$ cat config.mk
export PLATFORM = sky130hd
export DESIGN_NAME = stepper_step_dir_enable_controller
export DESIGN_NICKNAME = d
export VERILOG_FILES = /design/src/sv/ssdec_pkg.sv /design/src/sv/ssdec_front.sv /design/src/sv/ssdec_back.sv /design/src/sv/stepper_step_dir_enable_controller.sv
export SDC_FILE = /design/constraint.sdc
export NUM_CORES = 1
export LEC_CHECK = 0
export BUFFER_PORTS_ARGS = -buffer_cell sky130_fd_sc_hd__buf_4
export CAP_MARGIN = 20
export CORE_ASPECT_RATIO = 1.5
export CORE_MARGIN = 2
export CORE_UTILIZATION = 42
export CTS_BUF_LIST = sky130_fd_sc_hd__clkbuf_2
export DETAILED_ROUTE_END_ITERATION = 10
export GPL_TIMING_DRIVEN = 0
export PLACE_DENSITY = 0.74
export SYNTH_ARGS = -nofsm -noshare
export SYNTH_HDL_FRONTEND = slang
export SYNTH_HIERARCHICAL = 1
export SYNTH_SLANG_ARGS = --single-unit
$ cat constraint.sdc
create_clock -name clk_i -period 11.54 [get_ports clk_i]
set_clock_uncertainty 0.15 [all_clocks]
set_input_delay 1.731 -clock clk_i [delete_from_list [all_inputs] [get_ports clk_i]]
set_output_delay 1.731 -clock clk_i [all_outputs]
set_load 0.005 [all_outputs]
$ cat src/sv/ssdec_pkg.sv
// Package for the stepper step/direction/enable controller.
// Holds constants, queue entry type, register indexes, state enums and a divider step; no dependencies.
package ssdec_pkg;

  localparam int unsigned CountClockHz = 1000000;
  localparam int unsigned PeriodMax    = 65536;
  localparam int unsigned RateInMax    = 1000000;
  localparam int unsigned GapClamp     = 1000;
  localparam int unsigned TicksPerMs   = 10;
  localparam int unsigned PeriodMin    = 2;
  localparam int unsigned RateOutMax   = 524287;

  // Width of the divider operands: wide enough for the count clock.
  localparam int unsigned DivW = $clog2(CountClockHz + 1);

  localparam logic [1:0] RegEnablePolarity   = 2'd0;
  localparam logic [1:0] RegPolarityDeclared = 2'd1;
  localparam logic [1:0] RegStopHold         = 2'd2;
  localparam logic [1:0] RegProgramSource    = 2'd3;

  localparam int unsigned QueueDepth = 2;

  // One classified item handed from the front part to the back part.
  typedef struct packed {
    logic        is_tick;
    logic [19:0] rate_hz;
    logic        direction;
    logic        enable;
    logic [23:0] limit_ms;
    logic [31:0] tick_stamp;
    logic        sensed;
  } item_t;

  typedef enum logic [2:0] {
    BkIdle,
    BkDiv1,
    BkDiv2,
    BkOut
  } back_state_e;

  // Restoring divider step: one quotient bit per call.
  function automatic logic [DivW:0] div_step(input logic [DivW:0] rem,
                                             input logic [DivW-1:0] dvs);
    logic [DivW:0] t;
    t = rem - {1'b0, dvs};
    return t;
  endfunction

endpackage

$ cat src/sv/ssdec_front.sv
// Front part: accepts items, saturates the rate and pushes them into a short queue.
// Depends on ssdec_pkg.
module ssdec_front (
  input  logic                 clk_i,
  input  logic                 rst_ni,
  input  logic                 in_valid,
  output logic                 in_stall,
  input  logic                 action_i,
  input  logic [19:0]          rate_hz_i,
  input  logic                 direction_i,
  input  logic                 enable_i,
  input  logic [23:0]          limit_ms_i,
  input  logic [31:0]          tick_stamp_i,
  input  logic                 sensed_enable_pin_i,
  output logic                 q_valid_o,
  output ssdec_pkg::item_t     q_item_o,
  input  logic                 q_pop_i
);
  import ssdec_pkg::*;

  item_t       mem_q [QueueDepth];
  logic        wp_q, wp_d, rp_q, rp_d;
  logic [1:0]  cnt_q, cnt_d;
  logic        push;
  item_t       it;

  // Classify and saturate the incoming item.
  always_comb begin
    it.is_tick    = action_i;
    it.rate_hz    = (rate_hz_i > 20'(RateInMax)) ? 20'(RateInMax) : rate_hz_i;
    it.direction  = direction_i;
    it.enable     = enable_i;
    it.limit_ms   = limit_ms_i;
    it.tick_stamp = tick_stamp_i;
    it.sensed     = sensed_enable_pin_i;
  end

  assign in_stall  = (cnt_q == 2'(QueueDepth));
  assign push      = in_valid && !in_stall;
  assign q_valid_o = (cnt_q != 2'd0);
  assign q_item_o  = mem_q[rp_q];

  // Queue pointers and fill count.
  always_comb begin
    wp_d  = wp_q ^ push;
    rp_d  = rp_q ^ q_pop_i;
    cnt_d = cnt_q + 2'(push) - 2'(q_pop_i);
  end

  always_ff @(posedge clk_i or negedge rst_ni) begin
    if (!rst_ni) begin
      wp_q  <= 1'b0;
      rp_q  <= 1'b0;
      cnt_q <= 2'd0;
    end else begin
      wp_q  <= wp_d;
      rp_q  <= rp_d;
      cnt_q <= cnt_d;
    end
  end

  // Queue storage.
  always_ff @(posedge clk_i) begin
    if (push) begin
      mem_q[wp_q] <= it;
    end
  end
endmodule

$ cat src/sv/ssdec_back.sv
// Back part: applies requests and ticks to the controller state, two iterative divisions.
// Depends on ssdec_pkg.
module ssdec_back (
  input  logic             clk_i,
  input  logic             rst_ni,
  input  logic             q_valid_i,
  input  ssdec_pkg::item_t q_item_i,
  output logic             q_pop_o,
  input  logic             cfg_pol_i,
  input  logic             cfg_decl_i,
  input  logic             cfg_hold_i,
  input  logic             cfg_prog_i,
  output logic             out_valid,
  input  logic             out_stall,
  output logic             pulse_on_o,
  output logic [15:0]      period_minus_one_o,
  output logic [15:0]      compare_value_o,
  output logic [18:0]      actual_rate_hz_o,
  output logic             direction_level_o,
  output logic             enable_pin_level_o,
  output logic             enable_status_o,
  output logic [23:0]      deadline_left_ms_o,
  output logic [31:0]      mismatch_count_o,
  output logic [31:0]      stop_count_o,
  output logic [31:0]      largest_gap_ticks_o,
  output logic             request_applied_o
);
  import ssdec_pkg::*;

  localparam int unsigned CntW = $clog2(DivW + 1);

  back_state_e st_q, st_d;

  // Controller state.
  logic        run_q, run_d;
  logic [15:0] per_q, per_d, cmp_q, cmp_d;
  logic [18:0] rate_q, rate_d;
  logic        dir_q, dir_d, pin_q, pin_d, sts_q, sts_d;
  logic [23:0] dl_q, dl_d;
  logic        align_q, align_d, pbad_q, pbad_d;
  logic [31:0] last_q, last_d, mis_q, mis_d, stops_q, stops_d, gap_q, gap_d;
  logic [19:0] crate_q, crate_d;
  logic [1:0]  cde_q, cde_d;
  logic [23:0] clim_q, clim_d;
  logic        cval_q, cval_d;
  logic        appl_q, appl_d;

  // Shared divider.
  logic [DivW-1:0] dvs_q, dvs_d, quo_q, quo_d;
  logic [DivW:0]   rem_q, rem_d, trial;
  logic [CntW-1:0] bit_q, bit_d;

  logic            ov_valid_q, ov_valid_d;
  logic            out_load;

  item_t       it;
  logic        en_nz, cache_hit;
  logic [31:0] dt, dtc;
  logic [6:0]  dm;
  logic [16:0] pc;
  logic        conducting;

  localparam logic [DivW-1:0] Dividend = DivW'(CountClockHz);

  assign it    = q_item_i;
  assign trial = div_step({rem_q[DivW-1:0], Dividend[bit_q[CntW-1:0] - CntW'(1)]}, dvs_q);

  always_comb begin
    st_d = st_q;
    run_d = run_q; per_d = per_q; cmp_d = cmp_q; rate_d = rate_q;
    dir_d = dir_q; pin_d = pin_q; sts_d = sts_q;
    dl_d = dl_q; align_d = align_q; pbad_d = pbad_q; last_d = last_q;
    mis_d = mis_q; stops_d = stops_q; gap_d = gap_q;
    crate_d = crate_q; cde_d = cde_q; clim_d = clim_q; cval_d = cval_q;
    appl_d = appl_q; dvs_d = dvs_q; quo_d = quo_q; rem_d = rem_q; bit_d = bit_q;
    ov_valid_d = ov_valid_q; q_pop_o = 1'b0; out_load = 1'b0;
    en_nz = 1'b0; cache_hit = 1'b0; dt = '0; dtc = '0; dm = '0; pc = '0;
    conducting = 1'b0;
    if (ov_valid_q && !out_stall) ov_valid_d = 1'b0;
    case (st_q)
      BkIdle: begin
        if (q_valid_i && !ov_valid_d) begin
          q_pop_o = 1'b1;
          appl_d  = 1'b0;
          if (it.is_tick) begin
            // Pin check against the intended level.
            if (it.sensed != pin_q) begin
              if (pbad_q) mis_d = mis_q + 32'd1;
              pbad_d = 1'b1;
            end else begin
              pbad_d = 1'b0;
            end
            if (align_q) begin
              last_d  = it.tick_stamp;
              align_d = 1'b0;
            end else begin
              dt     = it.tick_stamp - last_q;
              last_d = it.tick_stamp;
              if (dt > gap_q) gap_d = dt;
              dtc = (dt > 32'(GapClamp)) ? 32'(GapClamp) : dt;
              dm  = 7'(({7'd0, dtc[10:0]} * 18'd205) >> 11);
              if (dl_q != 24'd0 && dm != 7'd0) begin
                if (dl_q > 24'(dm)) begin
                  dl_d = dl_q - 24'(dm);
                end else begin
                  // Deadline safe stop with the rest policy.
                  run_d  = 1'b0;
                  rate_d = '0;
                  if (!cfg_decl_i) begin
                    pin_d = 1'b0;
                  end else begin
                    conducting = cfg_pol_i ? !cfg_hold_i : cfg_hold_i;
                    pin_d = !conducting;
                  end
                  dl_d    = '0;
                  stops_d = stops_q + 32'd1;
                end
              end
            end
            st_d = BkOut;
          end else begin
            cache_hit = cval_q && it.rate_hz == crate_q &&
                        {it.direction, it.enable} == cde_q && it.limit_ms == clim_q;
            if (!cfg_prog_i || cache_hit) begin
              st_d = BkOut;
            end else begin
              appl_d  = 1'b1;
              crate_d = it.rate_hz;
              cde_d   = {it.direction, it.enable};
              clim_d  = it.limit_ms;
              cval_d  = 1'b1;
              dir_d   = it.direction;
              en_nz   = it.enable;
              if (en_nz && !cfg_decl_i) begin
                pin_d = 1'b0;
                sts_d = 1'b1;
              end else begin
                conducting = cfg_pol_i ? !en_nz : en_nz;
                pin_d = !conducting;
                sts_d = 1'b0;
              end
              dl_d    = it.limit_ms;
              align_d = 1'b1;
              if (it.rate_hz == 20'd0) begin
                run_d  = 1'b0;
                rate_d = '0;
                st_d   = BkOut;
              end else begin
                dvs_d = DivW'(it.rate_hz);
                rem_d = '0;
                quo_d = '0;
                bit_d = CntW'(DivW);
                st_d  = BkDiv1;
              end
            end
          end
        end
      end
      BkDiv1, BkDiv2: begin
        // One quotient bit per cycle.
        if (!trial[DivW]) begin
          rem_d = trial;
          quo_d = {quo_q[DivW-2:0], 1'b1};
        end else begin
          rem_d = {rem_q[DivW-1:0], Dividend[bit_q - CntW'(1)]};
          quo_d = {quo_q[DivW-2:0], 1'b0};
        end
        bit_d = bit_q - CntW'(1);
        if (bit_q == CntW'(1)) begin
          if (st_q == BkDiv1) begin
            // Clamp the period and start the achieved-rate division.
            if (quo_d < DivW'(PeriodMin)) pc = 17'(PeriodMin);
            else if (quo_d > DivW'(PeriodMax)) pc = 17'(PeriodMax);
            else pc = 17'(quo_d);
            per_d = 16'(pc - 17'd1);
            cmp_d = 16'(pc >> 1);
            run_d = 1'b1;
            dvs_d = DivW'(pc);
            rem_d = '0;
            quo_d = '0;
            bit_d = CntW'(DivW);
            st_d  = BkDiv2;
          end else begin
            rate_d = (quo_d > DivW'(RateOutMax)) ? 19'(RateOutMax) : 19'(quo_d);
            st_d   = BkOut;
          end
        end
      end
      BkOut: begin
        if (!ov_valid_d) begin
          ov_valid_d = 1'b1;
          out_load   = 1'b1;
          st_d = BkIdle;
        end
      end
      default: st_d = BkIdle;
    endcase
  end

  always_ff @(posedge clk_i or negedge rst_ni) begin
    if (!rst_ni) begin
      st_q <= BkIdle;
      run_q <= 1'b0; per_q <= 16'd999; cmp_q <= 16'd500; rate_q <= '0;
      dir_q <= 1'b0; pin_q <= 1'b0; sts_q <= 1'b0;
      dl_q <= '0; align_q <= 1'b1; pbad_q <= 1'b0; last_q <= '0;
      mis_q <= '0; stops_q <= '0; gap_q <= '0;
      crate_q <= '0; cde_q <= '0; clim_q <= '0; cval_q <= 1'b0;
      appl_q <= 1'b0; ov_valid_q <= 1'b0;
    end else begin
      st_q <= st_d;
      run_q <= run_d; per_q <= per_d; cmp_q <= cmp_d; rate_q <= rate_d;
      dir_q <= dir_d; pin_q <= pin_d; sts_q <= sts_d;
      dl_q <= dl_d; align_q <= align_d; pbad_q <= pbad_d; last_q <= last_d;
      mis_q <= mis_d; stops_q <= stops_d; gap_q <= gap_d;
      crate_q <= crate_d; cde_q <= cde_d; clim_q <= clim_d; cval_q <= cval_d;
      appl_q <= appl_d; ov_valid_q <= ov_valid_d;
    end
  end

  // Divider datapath needs no reset.
  always_ff @(posedge clk_i) begin
    dvs_q <= dvs_d; quo_q <= quo_d; rem_q <= rem_d; bit_q <= bit_d;
  end

  // Output register holds the snapshot taken when the result is raised.
  always_ff @(posedge clk_i) begin
    if (out_load) begin
      pulse_on_o          <= run_q;
      period_minus_one_o  <= per_q;
      compare_value_o     <= cmp_q;
      actual_rate_hz_o    <= rate_q;
      direction_level_o   <= dir_q;
      enable_pin_level_o  <= pin_q;
      enable_status_o     <= sts_q;
      deadline_left_ms_o  <= dl_q;
      mismatch_count_o    <= mis_q;
      stop_count_o        <= stops_q;
      largest_gap_ticks_o <= gap_q;
      request_applied_o   <= appl_q;
    end
  end

  assign out_valid = ov_valid_q;
endmodule

$ cat src/sv/stepper_step_dir_enable_controller.sv
// Top level of the stepper step/direction/enable controller.
// Depends on ssdec_pkg, ssdec_front and ssdec_back.
//
// Channel | Direction | Handshake        | Payload
// in      | input     | in_valid/stall   | action, rate, direction, enable, limit, tick
// out     | output    | out_valid/stall  | pulse and pin state, deadline, counters
// cfg     | input     | cfg_valid/ready  | register index, data
//
// A tick or a skipped request passes through the queue, the BkOut state and the output register; an applied
// non-zero request first runs two bit-serial divisions of the count clock (20 steps each).
// The front queue holds two items, so input is taken while the back part works.
// Reset is asynchronous, active low, and restores the controller state at once.
// A stalled result holds in the output register until taken.
module stepper_step_dir_enable_controller (
  input  logic        clk_i,
  input  logic        rst_ni,
  input  logic        in_valid,
  output logic        in_stall,
  input  logic        action_i,
  input  logic [19:0] rate_hz_i,
  input  logic        direction_i,
  input  logic        enable_i,
  input  logic [23:0] limit_ms_i,
  input  logic [31:0] tick_stamp_i,
  input  logic        sensed_enable_pin_i,
  output logic        out_valid,
  input  logic        out_stall,
  output logic        pulse_on_o,
  output logic [15:0] period_minus_one_o,
  output logic [15:0] compare_value_o,
  output logic [18:0] actual_rate_hz_o,
  output logic        direction_level_o,
  output logic        enable_pin_level_o,
  output logic        enable_status_o,
  output logic [23:0] deadline_left_ms_o,
  output logic [31:0] mismatch_count_o,
  output logic [31:0] stop_count_o,
  output logic [31:0] largest_gap_ticks_o,
  output logic        request_applied_o,
  input  logic        cfg_valid,
  output logic        cfg_ready,
  input  logic [1:0]  cfg_index_i,
  input  logic [0:0]  cfg_data_i
);
  import ssdec_pkg::*;

  logic  q_valid, q_pop;
  item_t q_item;
  logic  pol_q, decl_q, hold_q, prog_q;

  // Configuration registers.
  assign cfg_ready = 1'b1;
  always_ff @(posedge clk_i or negedge rst_ni) begin
    if (!rst_ni) begin
      pol_q <= 1'b0; decl_q <= 1'b0; hold_q <= 1'b1; prog_q <= 1'b0;
    end else if (cfg_valid) begin
      case (cfg_index_i)
        RegEnablePolarity:   pol_q  <= cfg_data_i[0];
        RegPolarityDeclared: decl_q <= cfg_data_i[0];
        RegStopHold:         hold_q <= cfg_data_i[0];
        RegProgramSource:    prog_q <= cfg_data_i[0];
        default: ;
      endcase
    end
  end

  ssdec_front u_front (
    .clk_i, .rst_ni, .in_valid, .in_stall, .action_i, .rate_hz_i, .direction_i,
    .enable_i, .limit_ms_i, .tick_stamp_i, .sensed_enable_pin_i,
    .q_valid_o(q_valid), .q_item_o(q_item), .q_pop_i(q_pop)
  );

  ssdec_back u_back (
    .clk_i, .rst_ni, .q_valid_i(q_valid), .q_item_i(q_item), .q_pop_o(q_pop),
    .cfg_pol_i(pol_q), .cfg_decl_i(decl_q), .cfg_hold_i(hold_q), .cfg_prog_i(prog_q),
    .out_valid, .out_stall, .pulse_on_o, .period_minus_one_o, .compare_value_o,
    .actual_rate_hz_o, .direction_level_o, .enable_pin_level_o, .enable_status_o,
    .deadline_left_ms_o, .mismatch_count_o, .stop_count_o, .largest_gap_ticks_o,
    .request_applied_o
  );
endmodule

==> run_results.csv <==
group,metric,value,unit
clocking,path_clk_slew,0.12,ns
clocking,insertion_delay,1.38,ns
final_layout,fillers,7043,
logic_synthesis,dominantRegCellSynth,"edfxtp_1",
final_layout,multi_input_area,13000,sq um
timing,tightestPinTransition,0.947,ns
final_layout,design_area,38200,sq um
grt,grt_overflow,0,
worst_setup_path,critPathRequiredTime,12.64,ns
logic_synthesis,yosys.area_share.adder,0.0697,
grt,grt_pass1_wl,125000,um
timing,slew_headroom,0.363,
worst_setup_path,worstPathArrival,12.14,ns
die,dieArea,80300,sq um
flow_run,maxCapViolations,0,
logic_synthesis,synth_compound_area_frac,0.0971,
timing,fin_crit,11.05,ns
worst_setup_path,crit_slowest_cell,"fa_1",
worst_setup_path,worst_setup_path_start_kind,"flop",
place,postPlaceCellArea,36300,sq um
worst_setup_path,cp_top_family,"simple AND/OR/NAND/NOR gates",
final_layout,final_common_cell,"edfxtp_1",
clocking,cts-hold-fix-buffers,0,
clocking,h-tree-depth,4,
die,fp.dieW,232,um
outcome,run_status,"finished clean",
detailed_routing,wl,81200,um
place,io_buffers,265,
clocking,root_buffer,"clkbuf_2",
clocking,cts.sinks,667,
final_layout,mostFrequentLayoutCells,"400 x edfxtp_1, 277 x buf_4, 266 x nand2_1",
logic_synthesis,yosysWarnings,6,
timing,finalMaxSlewViolations,0,
die,coreArea,77400,sq um
detailed_routing,postRouteAntennaNets,0,
power_and_ir_drop,p_leak,16.2,nW
min_path,hold_class,"in -> async",
worst_setup_path,worst_path_largest_cell_delay,0.56,ns
grt,grt_max_degree,113,
timing,setup_viol,0,
timing,clock.fmax,90.5,MHz
detailed_routing,firstDrtPassIters,6,
power_and_ir_drop,powerDensity,284,nW/um^2
worst_setup_path,crit_fanout,10,
final_layout,fin_nets,3474,
power_and_ir_drop,totalPowerFinal,10.8,mW
logic_synthesis,async_reset_ff_frac,0.400,
die,rows,125,
logic_synthesis,syn_area_per_cell,11.8,sq um
worst_setup_path,endpoint_kind,"flop",
timing,hold_viol_final,0,
die,io_pins,267,
logic_synthesis,synthMuxAreaShare,0.0561,
logic_synthesis,ys_seq_area_frac,0.571,
logic_synthesis,synth_top_family_by_area,"simple AND/OR/NAND/NOR gates",
worst_setup_path,crit_type,"reg -> reg",
grt,grt_pass1_vias,23100,
final_layout,fin_util,0.493,
final_layout,drive_above_1_share,0.218,
grt,antenna_found_initial,17,
logic_synthesis,synth_cells,2778,
logic_synthesis,synthXorXnorAreaFrac,0.0438,
grt,grt.total_usage,0.202,
timing,tns,0,ns
place,place_congestion,0.926,
detailed_routing,first_iter_violations,1534,
timing,fin_crit_sh,0.957,
detailed_routing,post_drt_wl_per_cell,18.6,um
final_layout,final_cells,4370,
clocking,cts_buffers,157,
place,place_inst,4070,
place,dp.final_hpwl,60600,um
logic_synthesis,synth_edf_count,400,
logic_synthesis,synth_seq_cells,667,
logic_synthesis,synth_cell_types,101,
detailed_routing,post-route-drc-count,0,
final_layout,regArea,18700,sq um
power_and_ir_drop,ir_drop,0.197,mV
clocking,clk_path_buf_depth,3,
die,start_util,0.423,
detailed_routing,vias_per_cell,5.31,
die,die_y,346,um
logic_synthesis,netlist_area,32800,sq um
worst_setup_path,path_buf_inv,8,
detailed_routing,dr_total_vias,23200,
logic_synthesis,synth-simple-area-share,0.123,
final_layout,areaGrowthSynthToFinish,16.5,%
clocking,cts_tree,"yes",
-- per-layer routing --
layer	up-vias	global-route usage	part of all wire
li1	11000	-	-
met3	281	0.0539	0.065
met1	11100	0.224	0.38
met4	28	0.122	0.053
met2	833	0.344	0.50
met5	-	0	0.0021
-- repair_timing --
item,CTS,global route
setup endpoints to repair,77,77
setup buffers,2,7
pin swaps,1,9
resized for setup,11,27
-- worst reg2reg max path, delay by kind of cell (launching register included) --
| kind | cells | cell delay, ns |
|---|---|---|
| XOR/XNOR | 1 | 0.16 |
| AO/OA/AOI/OAI | 10 | 2.73 |
| flip-flops | 1 | 0.35 |
| buffers and inverters | 8 | 1.16 |
| adder cells (fa/ha/maj) | 7 | 2.91 |
| multiplexers | 2 | 0.57 |
| AND/OR/NAND/NOR | 12 | 2.95 |
-- flip-flops by register name (all words and copies together), names as in the netlist, 32 cells and up --
| register | flops |
|---|---|
| u_back/gap_q | 32 |
| u_back/stop_count_o | 32 |
| u_back/mismatch_count_o | 32 |
| u_back/largest_gap_ticks_o | 32 |
| u_front/mem_q | 160 |
| u_back/stops_q | 32 |
| u_back/mis_q | 32 |
| u_back/last_q | 32 |
-- per-stage QoR --
step                      hold WS, ns  setup slack [ns]
after global routing            0.146           -0.0360
after global placement          0.276             -1.26
after detailed placement        0.281             -1.35
after CTS                      0.0381            0.0172
after floorplan                 0.269             0.690
final                           0.201             0.492
-- logic make-up after synthesis --
family / count (synthesis)
adders and majority gates: 170
xor gates and xnor gates: 163
other: 3
AOI/OAI and AO/OA: 482
muxes: 168
DFF: 667
and+or+nand+nor: 797
buffers and inverters: 328
-- worst paths after layout --
path,startpoint,end,slack (ns),cells after the start
max reg2reg,u_front/rp_q,u_back/dl_q[20],0.49,40
max in group asynchronous,rst_ni,hold_q,9.59,3
min reg2reg,u_back/gap_q[3],u_back/largest_gap_ticks_o[3],0.30,0
min in group clk_i,u_back/gap_q[3],u_back/largest_gap_ticks_o[3],0.30,0
max,u_front/rp_q,u_back/dl_q[20],0.49,40
min,rst_ni,u_back/stops_q[26],0.20,1
-- report_power, final --
group          internal, mW  leakage, nW  total, mW  switching (mW)
logic                  2.06         8.08       5.34            3.29
clock network         0.715         1.19       1.68           0.965
registers              3.42         6.95       3.80           0.383
-- synthesized netlist by cell type (all sizes together) (42+ instances only) --
master	count	area (sq um)
clkbuf	72	270
o21ai	181	910
nand4	53	338
edfxtp	400	12000
nand2	266	998
mux2i	42	420
xor2	42	368
ha	145	1810
nor2	129	484
mux2	126	1420
and3	54	338
xnor2	121	1070
a21oi	90	458
inv	227	852
dfrtp	251	6280
nor3	48	257
nand3	73	365
-- final cells by class --
cell class	instances	share of cell area
diodes	3	0.000197
multi-input cells	1785	0.340
repair buffers	283	0.0592
clock buffers	219	0.0287
clock inverters	72	0.0146
plain buffers	96	0.0112
well taps	1016	0.0333
inverters	229	0.0225
flip-flops and latches	667	0.490
(Power assumes the default switching activity.)
